===== config.mk =====
export PLATFORM = sky130hd
export DESIGN_NAME = spzf_div
export DESIGN_NICKNAME = d
export VERILOG_FILES = /design/src/hdl/assert_macros.svh /design/src/hdl/spzf_pkg.sv /design/src/hdl/spzf_div.sv
export SDC_FILE = /design/constraint.sdc
export NUM_CORES = 1
export LEC_CHECK = 0
export BUFFER_PORTS_ARGS = -buffer_cell sky130_fd_sc_hd__buf_2
export CAP_MARGIN = 30
export CORE_UTILIZATION = 64
export DETAILED_ROUTE_END_ITERATION = 8
export PLACE_DENSITY = 0.81
export SLEW_MARGIN = 40
export SYNTH_ARGS = -nofsm -noshare
export SYNTH_HDL_FRONTEND = slang
export SYNTH_SLANG_ARGS = --single-unit
export TNS_END_PERCENT = 5

===== constraint.sdc =====
create_clock -name clk_i -period 10.85 [get_ports clk_i]
set_clock_uncertainty 0.05 [all_clocks]
set_input_delay 2.7125 -clock clk_i [delete_from_list [all_inputs] [get_ports clk_i]]
set_output_delay 2.7125 -clock clk_i [all_outputs]
set_load 0.02 [all_outputs]

===== src/hdl/assert_macros.svh =====
// Assertion macros shared by the sprite shader RTL.
// Depends on nothing; a file that asserts includes it and has clk_i and rst_ni.
`ifndef ASSERT_MACROS_SVH
`define ASSERT_MACROS_SVH

// Check a property at every rising clock edge outside reset.
`define ASSERT_CLK(label, prop, msg) \
  label: assert property (@(posedge clk_i) disable iff (!rst_ni) (prop)) else $error(msg);

// Check that a condition implies a consequence in the same cycle.
`define ASSERT_IMPLY(label, ante, cons, msg) \
  `ASSERT_CLK(label, (ante) |-> (cons), msg)

`endif


===== src/hdl/spzf_pkg.sv =====
// Package of the sprite shader: sizes, codes and item types.
// Used by spzf_div and sprite_pixel_shader_zbuffer_fog_core; depends on nothing.
package spzf_pkg;

  // Texture geometry (powers of two) and screen limit
  localparam int TexWidth    = 64;
  localparam int TexHeight   = 64;
  localparam int NumTextures = 4;
  localparam int ScreenMax   = 4096;

  localparam int TxW        = $clog2(TexWidth);
  localparam int TyW        = $clog2(TexHeight);
  localparam int SelW       = $clog2(NumTextures);
  localparam int TexAw      = TxW + TyW;
  localparam int StoreAw    = SelW + TexAw;
  localparam int StoreWords = NumTextures * TexWidth * TexHeight;

  // Divider sizes: magnitude of the coordinate offset, then scaled by the texture size
  localparam int MagW   = 15;
  localparam int DivNW  = MagW + ((TxW > TyW - 1) ? TxW : TyW - 1);
  localparam int DivDW  = 14;
  localparam int QuotW  = (TxW > TyW) ? TxW : TyW;

  // Fog: (FogLimit - depth) / 25 as a multiply by a rounded-up reciprocal
  localparam int FogLimit = 6400;
  localparam int FogRecip = 41944;
  localparam int FogShift = 20;

  localparam int CfgIdxW  = 3;
  localparam int CfgDataW = 16;

  typedef enum logic [CfgIdxW-1:0] {
    CfgScreenWidth   = 3'd0,
    CfgScreenHeight  = 3'd1,
    CfgSpriteWidth   = 3'd2,
    CfgSpriteHeight  = 3'd3,
    CfgSpriteCenterX = 3'd4,
    CfgSpriteDepth   = 3'd5
  } cfg_reg_e;

  localparam logic CmdLoad  = 1'b0;
  localparam logic CmdShade = 1'b1;

  typedef struct packed {
    logic               cmd;
    logic [1:0]         tex_select;
    logic [11:0]        texel_address;
    logic [31:0]        texel_value;
    logic [11:0]        column;
    logic [11:0]        row;
    logic signed [15:0] column_depth;
  } in_item_t;

  typedef struct packed {
    logic        write_pixel;
    logic [23:0] pixel_address;
    logic [31:0] pixel_color;
  } out_item_t;

  // Item state that rides alongside the dividers
  typedef struct packed {
    logic             cmd;
    logic [SelW-1:0]  sel;
    logic [TexAw-1:0] load_addr;
    logic [31:0]      load_value;
    logic             visible;
    logic             neg_x;
    logic             neg_y;
    logic [23:0]      pixel_address;
  } side_t;

endpackage


===== src/hdl/spzf_div.sv =====
// Pipelined restoring divider, one quotient bit per stage, low quotient bits kept.
// Depends on spzf_pkg; the divisor must be held steady while items are in flight (not enforced here).
module spzf_div (
  input  logic                          clk_i,
  input  logic                          en_i,
  input  logic [spzf_pkg::DivNW-1:0]    dividend_i,
  input  logic [spzf_pkg::DivDW-1:0]    divisor_i,
  output logic [spzf_pkg::QuotW-1:0]    quot_o
);

  logic [spzf_pkg::DivDW-1:0] rem_q [spzf_pkg::DivNW];
  logic [spzf_pkg::DivNW-1:0] dvd_q [spzf_pkg::DivNW];
  logic [spzf_pkg::QuotW-1:0] quo_q [spzf_pkg::DivNW];

  for (genvar k = 0; k < spzf_pkg::DivNW; k++) begin : g_stage
    logic [spzf_pkg::DivDW-1:0] rem_in;
    logic [spzf_pkg::DivNW-1:0] dvd_in;
    logic [spzf_pkg::QuotW-1:0] quo_in;
    logic [spzf_pkg::DivDW:0]   trial;
    logic [spzf_pkg::DivDW:0]   diff;
    logic                       take;

    if (k == 0) begin : g_first
      assign rem_in = '0;
      assign dvd_in = dividend_i;
      assign quo_in = '0;
    end else begin : g_next
      assign rem_in = rem_q[k-1];
      assign dvd_in = dvd_q[k-1];
      assign quo_in = quo_q[k-1];
    end

    // Shift in the next dividend bit and try to subtract the divisor
    assign trial = {rem_in, dvd_in[spzf_pkg::DivNW-1]};
    assign diff  = trial - {1'b0, divisor_i};
    assign take  = (trial >= {1'b0, divisor_i});

    always_ff @(posedge clk_i) begin
      if (en_i) begin
        rem_q[k] <= take ? diff[spzf_pkg::DivDW-1:0] : trial[spzf_pkg::DivDW-1:0];
        dvd_q[k] <= {dvd_in[spzf_pkg::DivNW-2:0], 1'b0};
        quo_q[k] <= {quo_in[spzf_pkg::QuotW-2:0], take};
      end
    end
  end

  assign quot_o = quo_q[spzf_pkg::DivNW-1];

endmodule


==> run_results.csv, run 1 <==
group,metric,value,unit
cts,cts.clk_slew.worst_paths,0.06,ns
placed_design,portBuffers,42,
setup_path,setup.worst_path.start_class,"input pin",
cts,post_cts_buffers,0,
cts,clkLatencyLatePin,0.61,ns
detailed_routing,wirelength,68.1,mm
detailed_routing,route.detailed.drc,0,
grt,grt_max_degree,186,
synth,netlist.top_cell.by_area,"edfxtp_1",
synth,synth_edf_count,511,
synth,ys.flop_type,"edfxtp_1",
finish,diodes,0,
pwr,leakage,13.7,nW
timing,layout_min_cycle_time,5.53,ns
floorplanning,start_util,65.0,%
synth,ys_seq_elements,511,
finish,final_common_cell,"edfxtp_1",
floorplanning,core_area,47800,sq um
detailed_routing,wl_per_cell,20.3,um
placed_design,pre_cts_ws,4.41,ns
grt,grt_pass1_wl,109,mm
timing,setup_viol,0,
setup_path,arrival,5.83,ns
floorplanning,num_rows,80,
finish,final_nets,3038,
setup_path,slowest_delay,0.62,ns
synth,synth_area,31100,sq um
setup_path,critical-path-top-delay-family,"compound AO/OA/AOI/OAI gates",
detailed_routing,drtIter0Drc,1559,
timing,finalCritPeriodShare,50.9,%
run,maxCapViolations,0,
synth,synth_top_area_share,49.3,%
placed_design,gp_congestion,0.890,
finish,syn2layout_area_growth,8.85,%
finish,fin_util,70.8,%
setup_path,cp.required,11.16,ns
floorplanning,die_area,49500,sq um
timing,hold_violations,0,
cts,post_cts_resized,0,
grt,grt_pass1_vias,21500,
timing,worst_slew_pin_slew,0.839,ns
placed_design,dp_cells,3254,
cts,cts_inserted_buffers,53,
finish,final_cells,3353,
floorplanning,io_pins,43,
synth,async_reset_ff_share,0,%
cts,clockBufferDepth,3,
synth,ys_types,90,
finish,most-common-layout-cells,"511 x edfxtp_1, 287 x ha_1, 211 x a21oi_1",
detailed_routing,final_antenna_net_count,0,
detailed_routing,firstDrtPassIters,5,
setup_path,crit_top_cell,"o21a_1",
pwr,max-vdd-ir-drop,0.172,mV
worst_hold_path,hold_class,"reg -> reg",
pwr,power_density,292,nW/um^2
setup_path,cp-end-kind,"flip-flop",
timing,finalSetupTns,0,ns
setup_path,timing.setup.critical_path_class,"in -> reg",
timing,fmax,181,MHz
floorplanning,fp.dieH,223,um
synth,synth_fp_nets,2956,
timing,slew_headroom,43.9,%
timing,layout_setup_ws,5.32,ns
timing,timing.final.max_slew_violations,0,
cts,cts.sinks,511,
cts,hold_buffers,0,
detailed_routing,vias,21200,
grt,track_usage,27.7,%
grt,overflow,0,
outcome,status,"completed",
setup_path,slowest_stage,"a41oi_4",
grt,antenna_found_initial,0,
cts,cts_tree,"built",
synth,yosysSeqAreaShare,49.3,%
synth,netlist_top_cells_area,"edfxtp_1 49%, ha_1 12%, mux2_2 4.3%",
synth,synth_cells,2613,
cts,h-tree-depth,2,
finish,drive_above_1_share,13.0,%
setup_path,crit_buf_inv,3,
floorplanning,fp.dieW,223,um
timing,rsz0062_at_grt,"no",
synth,synth_warnings,0,
placed_design,dpl.hpwl,44.6,mm
synth,synth.avg_cell_area,11.9,sq um
cts,cts-root-buf,"clkbuf_16",
setup_path,crit_path_cell_trace,"buf_2, inv_2, buf_6, ha_1, nor2b_1, o21a_1, o21a_1, o2111ai_1, nand4b_1, a41oi_4, mux2_2",
timing,hold_ws,0.365,ns
detailed_routing,vias_per_cell,6.32,
setup_path,cp_max_fo,47,
area by class of cell:
class / instances / area, sq um
Clock buffer: 61 / 1380
Clock inverter: 37 / 360
Fill cell: 3267 / 14000
Inverter: 148 / 558
Multi-Input combinational cell: 1919 / 15000
Sequential cell: 511 / 15300
Tap cell: 615 / 769
Timing Repair Buffer: 62 / 413
power breakdown:
group | internal [mW] | switching, mW | total, mW
sequential | 3.03 | 0.356 | 3.39
clock | 1.05 | 0.769 | 1.82
combinational | 2.17 | 2.52 | 4.69
metrics by stage:
stage,total power [mW],cell area (sq um)
2_1_floorplan,7.00,31100
3_3_place_gp,7.77,32000
3_5_place_dp,7.99,32100
4_1_cts,9.88,33800
5_1_grt,10.5,33900
6_report,9.90,33900
Yosys cell counts, types with 30 or more instances:
master	n
nor3_1	30
inv_1	148
o21ai_0	121
nor2_1	190
ha_1	287
mux2_2	118
edfxtp_1	511
xnor2_1	106
nand2_1	117
xor2_1	58
mux2_4	30
nor2b_1	33
o21a_1	41
nand3_1	38
a21o_1	116
a21oi_1	211
logic make-up after synthesis:
family | after synthesis | synth area share [%]
simple gates | 548 | 8.56
fa+ha+maj | 306 | 12.8
xor+xnor | 164 | 4.62
flops | 511 | 49.3
compound gates | 734 | 15.8
mux | 167 | 6.33
buf+inv | 183 | 2.59
path summary, 6_finish.rpt:
check	slack (ns)	start	depth (start not counted)	end
worst max-delay path	5.32	divisor_i[1]	11	rem_q[4][1]
worst min-delay path	0.37	dvd_q[2][32]	0	dvd_q[2][53]
worst max register to register	7.60	dvd_q[0][19]	12	rem_q[0][26]
worst min register to register	0.37	dvd_q[2][32]	0	dvd_q[2][53]
flip-flops by register name (all words and copies together) (netlist names):
register	count
dvd_q	210
quo_q	21
rem_q	280
layer usage:
| layer | part of all wire [%] | global-route usage (%) |
|---|---|---|
| met5 | 0 | 0 |
| met4 | 3.6 | 10.9 |
| met3 | 5.2 | 3.50 |
| met2 | 49 | 48.0 |
| met1 | 42 | 35.4 |
Note: power is estimated with default switching activity, not from simulation.
==> run 2: changes to the inputs <==
==> constraint.sdc (replaced) <==
create_clock -name clk_i -period 5.31 [get_ports clk_i]
set_clock_uncertainty 0.05 [all_clocks]
set_input_delay 1.3275 -clock clk_i [delete_from_list [all_inputs] [get_ports clk_i]]
set_output_delay 1.3275 -clock clk_i [all_outputs]
set_load 0.02 [all_outputs]
==> run 2 against run 1 <==
Effect of this change:
- first-iteration DRC count fell by 1.5%
- non-clock buffer count grew 25
- largest power group unchanged
- cell count rose by 0.72%
- via count is 0.30% higher
- combinational power grew 100%
- die area is the same
- cell area increased by 1.0%
- highest routed layer unchanged
- clock-buffer cell count down 3
- sequential power grew 100%
- global-route usage shrank 0.35 points
- register-to-register slack got worse by 5.5 ns
- clock power rose by 110%
==> run_results.csv, run 2 (synthesis gave the netlist of run 1 again) <==
group,metric,value,unit
detailed_routing,drtIter0Drc,1536,
setup_path,setup.worst_path.start_class,"input pin",
timing,hold_violations,0,
detailed_routing,firstDrtPassIters,5,
floorplanning,io_pins,43,
grt,grt_pass1_wl,108,mm
setup_path,cp_max_fo,18,
cts,post_cts_buffers,0,
setup_path,critPathLaunch,"divisor_i[1]",
timing,timing.final.max_slew_violations,0,
setup_path,r2r-start,"dvd_q[0][79]",
grt,overflow,0,
grt,grt_pass1_vias,21600,
cts,cts_inserted_buffers,54,
placed_design,gp_congestion,0.888,
finish,seq_area,15300,sq um
run,maxCapViolations,0,
detailed_routing,vias_per_cell,6.29,
timing,slew_headroom,43.0,%
cts,cts.sinks,511,
floorplanning,die_area,49500,sq um
timing,layout_min_cycle_time,4.01,ns
cts,post_cts_resized,0,
finish,most-common-layout-cells,"511 x edfxtp_1, 287 x ha_1, 211 x a21oi_1",
placed_design,pre_cts_ws,0.594,ns
finish,largest_reg_flops,280,
timing,fmax,249,MHz
finish,multi_input_area,15000,sq um
cts,h-tree-depth,2,
finish,fin_util,71.5,%
grt,track_usage,27.4,%
floorplanning,core_area,47800,sq um
timing,finalSetupTns,0,ns
finish,final_cells,3377,
timing,layout_setup_ws,1.30,ns
finish,design_area,34200,sq um
floorplanning,start_util,65.0,%
detailed_routing,final_antenna_net_count,0,
placed_design,dpl.hpwl,46.3,mm
pwr,leakage,13.9,nW
finish,final_common_cell,"edfxtp_1",
detailed_routing,vias,21300,
setup_path,cp.required,5.61,ns
cts,clkLatencyLatePin,0.62,ns
grt,grt_max_degree,77,
worst_hold_path,hold_class,"reg -> reg",
cts,clockBufferDepth,3,
floorplanning,fp.dieH,223,um
cts,cts.clk_slew.worst_paths,0.06,ns
finish,top_regs,"rem_q x280, dvd_q x210, quo_q x21",
placed_design,portBuffers,42,
setup_path,arrival,4.31,ns
timing,finalCritPeriodShare,75.5,%
finish,fillers,3208,
detailed_routing,wl_per_cell,19.8,um
pwr,max-vdd-ir-drop,0.406,mV
detailed_routing,wirelength,66.7,mm
cts,cts-root-buf,"clkbuf_16",
pwr,power_density,597,nW/um^2
finish,drive_above_1_share,14.1,%
floorplanning,num_rows,80,
finish,final_nets,3064,
finish,largest_register,"rem_q",
worst_hold_path,min-delay-start,"dvd_q[2][16]",
placed_design,dp_cells,3280,
setup_path,timing.setup.critical_path_class,"in -> reg",
timing,rsz0062_at_grt,"no",
timing,worst_slew_pin_slew,0.854,ns
finish,syn2layout_area_growth,9.99,%
outcome,status,"completed",
cts,cts_tree,"built",
grt,antenna_found_initial,0,
cts,hold_buffers,0,
placed_design,placed_area,32400,sq um
timing,setup_viol,0,
timing,hold_ws,0.362,ns
detailed_routing,route.detailed.drc,0,
floorplanning,fp.dieW,223,um
setup_path,cp-end-kind,"flip-flop",
pwr,p_total,20.4,mW
[run 2: cell types whose count changed in the layout (fill, tap and decap cells not counted), moves of 2 or more]
| cell | delta |
|---|---|
| bufinv_16 | +3 |
| inv_1 | +2 |
| buf_4 | +18 |
| clkbuf_1 | -4 |
| clkinv_1 | -6 |
| buf_12 | +9 |
| clkinv_4 | -2 |
| o21ai_2 | +2 |
| clkinvlp_4 | +4 |
| buf_6 | -2 |
[run 2: worst paths after layout]
check / end / slack [ns] / depth (start not counted)
max: rem_q[4][9] / 1.30 / 12
min: dvd_q[2][37] / 0.36 / 0
max reg2reg: rem_q[1][10] / 2.07 / 12
min reg2reg: dvd_q[2][37] / 0.36 / 0
[run 2: where the power goes]
| group | switching (mW) | internal [mW] |
|---|---|---|
| Combinational | 5.10 | 4.49 |
| Sequential | 0.721 | 6.20 |
| Clock | 1.59 | 2.32 |
[run 2: worst max-delay path: stages]
cell and delay (ns):
buf_2 0.12, inv_2 0.40, buf_4 0.35, ha_1 0.28, nor2b_1 0.13, o21a_1 0.17, o21a_1 0.20, o2111ai_1 0.28
nand4b_1 0.24, a41oi_2 0.38, buf_4 0.27, o21ai_0 0.13
[run 2: area by class of cell]
cell class	count	area share, %
sequential	511	44.8
multi-input combinational	1919	43.9
clock buffer	58	4.05
tap	615	2.25
timing repair buffer	87	2.06
inverter	148	1.62
clock inverter	38	1.30
antenna	1	0.00731
[run 2: layer usage]
layer / GRT usage (%) / part of all wire [%] / wire [um] / up-vias
met4: 13.0 / 4.2 / 2830 / 0
met1: 33.7 / 41 / 27300 / 10300
met3: 4.56 / 5.9 / 3920 / 206
li1: - / - / - / 10200
met2: 46.9 / 49 / 32700 / 582
met5: 0 / 0 / 0 / -
==> run 3: changes to the inputs <==
==> constraint.sdc (replaced) <==
create_clock -name clk_i -period 3.9 [get_ports clk_i]
set_clock_uncertainty 0.05 [all_clocks]
set_input_delay 0.975 -clock clk_i [delete_from_list [all_inputs] [get_ports clk_i]]
set_output_delay 0.975 -clock clk_i [all_outputs]
set_load 0.02 [all_outputs]
==> run 3 against run 2 <==
Effect of this change:
- clock power increased by 39%
- clock-buffer cell count increased by 8
- hold slack improved by 0.0020 ns
- cell area increased by 2.5%
- routed wire length increased by 5.6%
- die area unchanged
- utilization increased by 1.8 points
- sequential power increased by 36%
- sequential share of layout area decreased by 1.1 points
- highest routed layer unchanged
- combinational power increased by 45%
- critical path type unchanged
- critical path depth unchanged
==> run_results.csv, run 3 (synthesis gave the netlist of run 1 again) <==
group,metric,value,unit
outcome,status,"completed",
grt,antenna_found_initial,1,
timing,worst_slew_pin_slew,0.740,ns
grt,overflow,0,
finish,diodes,0,
cts,post_cts_buffers,0,
timing,slew_headroom,50.7,%
setup_path,setup.worst_path.start_class,"input pin",
grt,grt_pass1_vias,22100,
timing,setup_viol,0,
detailed_routing,route.detailed.drc,0,
grt,grt_pass1_wl,113,mm
setup_path,critPathLaunch,"divisor_i[1]",
finish,final_common_cell,"edfxtp_1",
setup_path,cp.required,4.22,ns
timing,rsz0062_at_grt,"no",
floorplanning,die_area,49500,sq um
pwr,p_total,28.8,mW
timing,hold_violations,0,
finish,top_regs,"rem_q x280, dvd_q x210, quo_q x21",
run,maxCapViolations,0,
floorplanning,core_area,47800,sq um
cts,cts.sinks,511,
detailed_routing,final_antenna_net_count,0,
setup_path,timing.setup.critical_path_class,"in -> reg",
timing,finalCritPeriodShare,88.7,%
cts,hold_buffers,0,
placed_design,dpl.hpwl,49.2,mm
cts,cts.clk_slew.worst_paths,0.06,ns
cts,cts_inserted_buffers,55,
setup_path,cp-end-kind,"flip-flop",
timing,timing.final.max_slew_violations,0,
floorplanning,fp.dieH,223,um
finish,drive_above_1_share,16.7,%
setup_path,r2r-start,"dvd_q[2][39]",
timing,layout_min_cycle_time,3.46,ns
detailed_routing,vias,21800,
setup_path,rr_endpoint,"rem_q[2][40]",
timing,finalSetupTns,0,ns
setup_path,cp_max_fo,13,
placed_design,portBuffers,42,
floorplanning,fp.dieW,223,um
finish,syn2layout_area_growth,12.8,%
detailed_routing,firstDrtPassIters,6,
cts,clkLatencyLatePin,0.63,ns
cts,cts-root-buf,"clkbuf_16",
setup_path,reg2reg_depth,12,
finish,fin_util,73.3,%
grt,grt_max_degree,75,
pwr,max-vdd-ir-drop,0.507,mV
floorplanning,start_util,65.0,%
finish,final_nets,3151,
pwr,leakage,14.4,nW
cts,post_cts_resized,0,
grt,track_usage,28.8,%
pwr,power_density,820,nW/um^2
detailed_routing,drtIter0Drc,1741,
cts,clockBufferDepth,3,
detailed_routing,vias_per_cell,6.28,
finish,largest_register,"rem_q",
finish,final_cells,3469,
placed_design,dp_cells,3366,
detailed_routing,wl_per_cell,20.3,um
floorplanning,io_pins,43,
worst_hold_path,hold_class,"reg -> reg",
setup_path,reg2reg_slack,0.72,ns
detailed_routing,wirelength,70.5,mm
setup_path,arrival,3.78,ns
setup_path,critPathCapture,"rem_q[2][3]",
cts,h-tree-depth,2,
finish,largest_reg_flops,280,
cts,cts_tree,"built",
finish,most-common-layout-cells,"511 x edfxtp_1, 286 x ha_1, 211 x a21oi_1",
timing,fmax,289,MHz
floorplanning,num_rows,80,
placed_design,gp_congestion,0.926,
==> run 3: cell types whose count changed in the layout (fill, tap and decap cells not counted), moves of 3 or more <==
cell / before / now
clkinv_2: 11 / 8
buf_4: 35 / 104
clkinv_4: 0 / 6
o21ai_4: 5 / 1
a2111oi_0: 5 / 9
clkbuf_1: 3 / 11
a2111oi_1: 4 / 0
o21ai_2: 5 / 8
buf_12: 10 / 27
==> run 3: worst min path at each step <==
stage | start | end | depth (start not counted)
detailed placement | dvd_q[0][30] | dvd_q[0][51] | 0
CTS | dvd_q[0][25] | dvd_q[0][46] | 0
global route | dvd_q[2][10] | dvd_q[2][31] | 0
floorplan | dvd_q[0][0] | dvd_q[0][21] | 0
finish | dvd_q[0][25] | dvd_q[0][46] | 0
global placement | dvd_q[0][24] | dvd_q[0][45] | 0
==> run 3: cell type report <==
cell class	count	area (sq um)
clock buffer	66	1420
clock inverter	37	468
fill	3198	12800
inverter	148	559
multi-input combinational	1919	15000
sequential	511	15300
tap	615	769
timing repair buffer	173	1540
==> run 3: power breakdown <==
group / switching, mW / total, mW / internal (mW)
logic: 7.26 / 13.9 / 6.67
clock network: 2.21 / 5.42 / 3.21
registers: 0.996 / 9.43 / 8.44
total: 10.5 / 28.8 / 18.3
==> run 3: worst max-delay path, stage by stage <==
cell and delay, ns:
buf_2 0.10, clkinvlp_4 0.16, buf_12 0.20, ha_1 0.30, nor2b_1 0.16, o21a_1 0.16, o21ai_1 0.08, a21oi_1 0.26
a211oi_2 0.10, o21ai_1 0.34, a21o_1 0.52, mux2_2 0.40
==> run 3: metrics by stage <==
| step | instance area (sq um) | hold slack [ns] | setup WS [ns] |
|---|---|---|---|
| CTS | 35100 | 0.366 | 0.527 |
| finish | 35100 | 0.364 | 0.439 |
| global placement | 33200 | 0.350 | -0.0428 |
| global route | 35100 | 0.366 | 0.321 |
| detailed placement | 33200 | 0.355 | -0.0984 |
| floorplan | 31100 | 0.350 | -0.328 |
==> run 3: layer usage <==
layer | global-route usage, % | part of all wire, % | vias up
met4 | 12.7 | 4.2 | 0
met5 | 0 | 0 | -
met3 | 4.22 | 6.0 | 215
li1 | - | - | 10400
met2 | 50.1 | 49 | 674
met1 | 35.7 | 40 | 10500
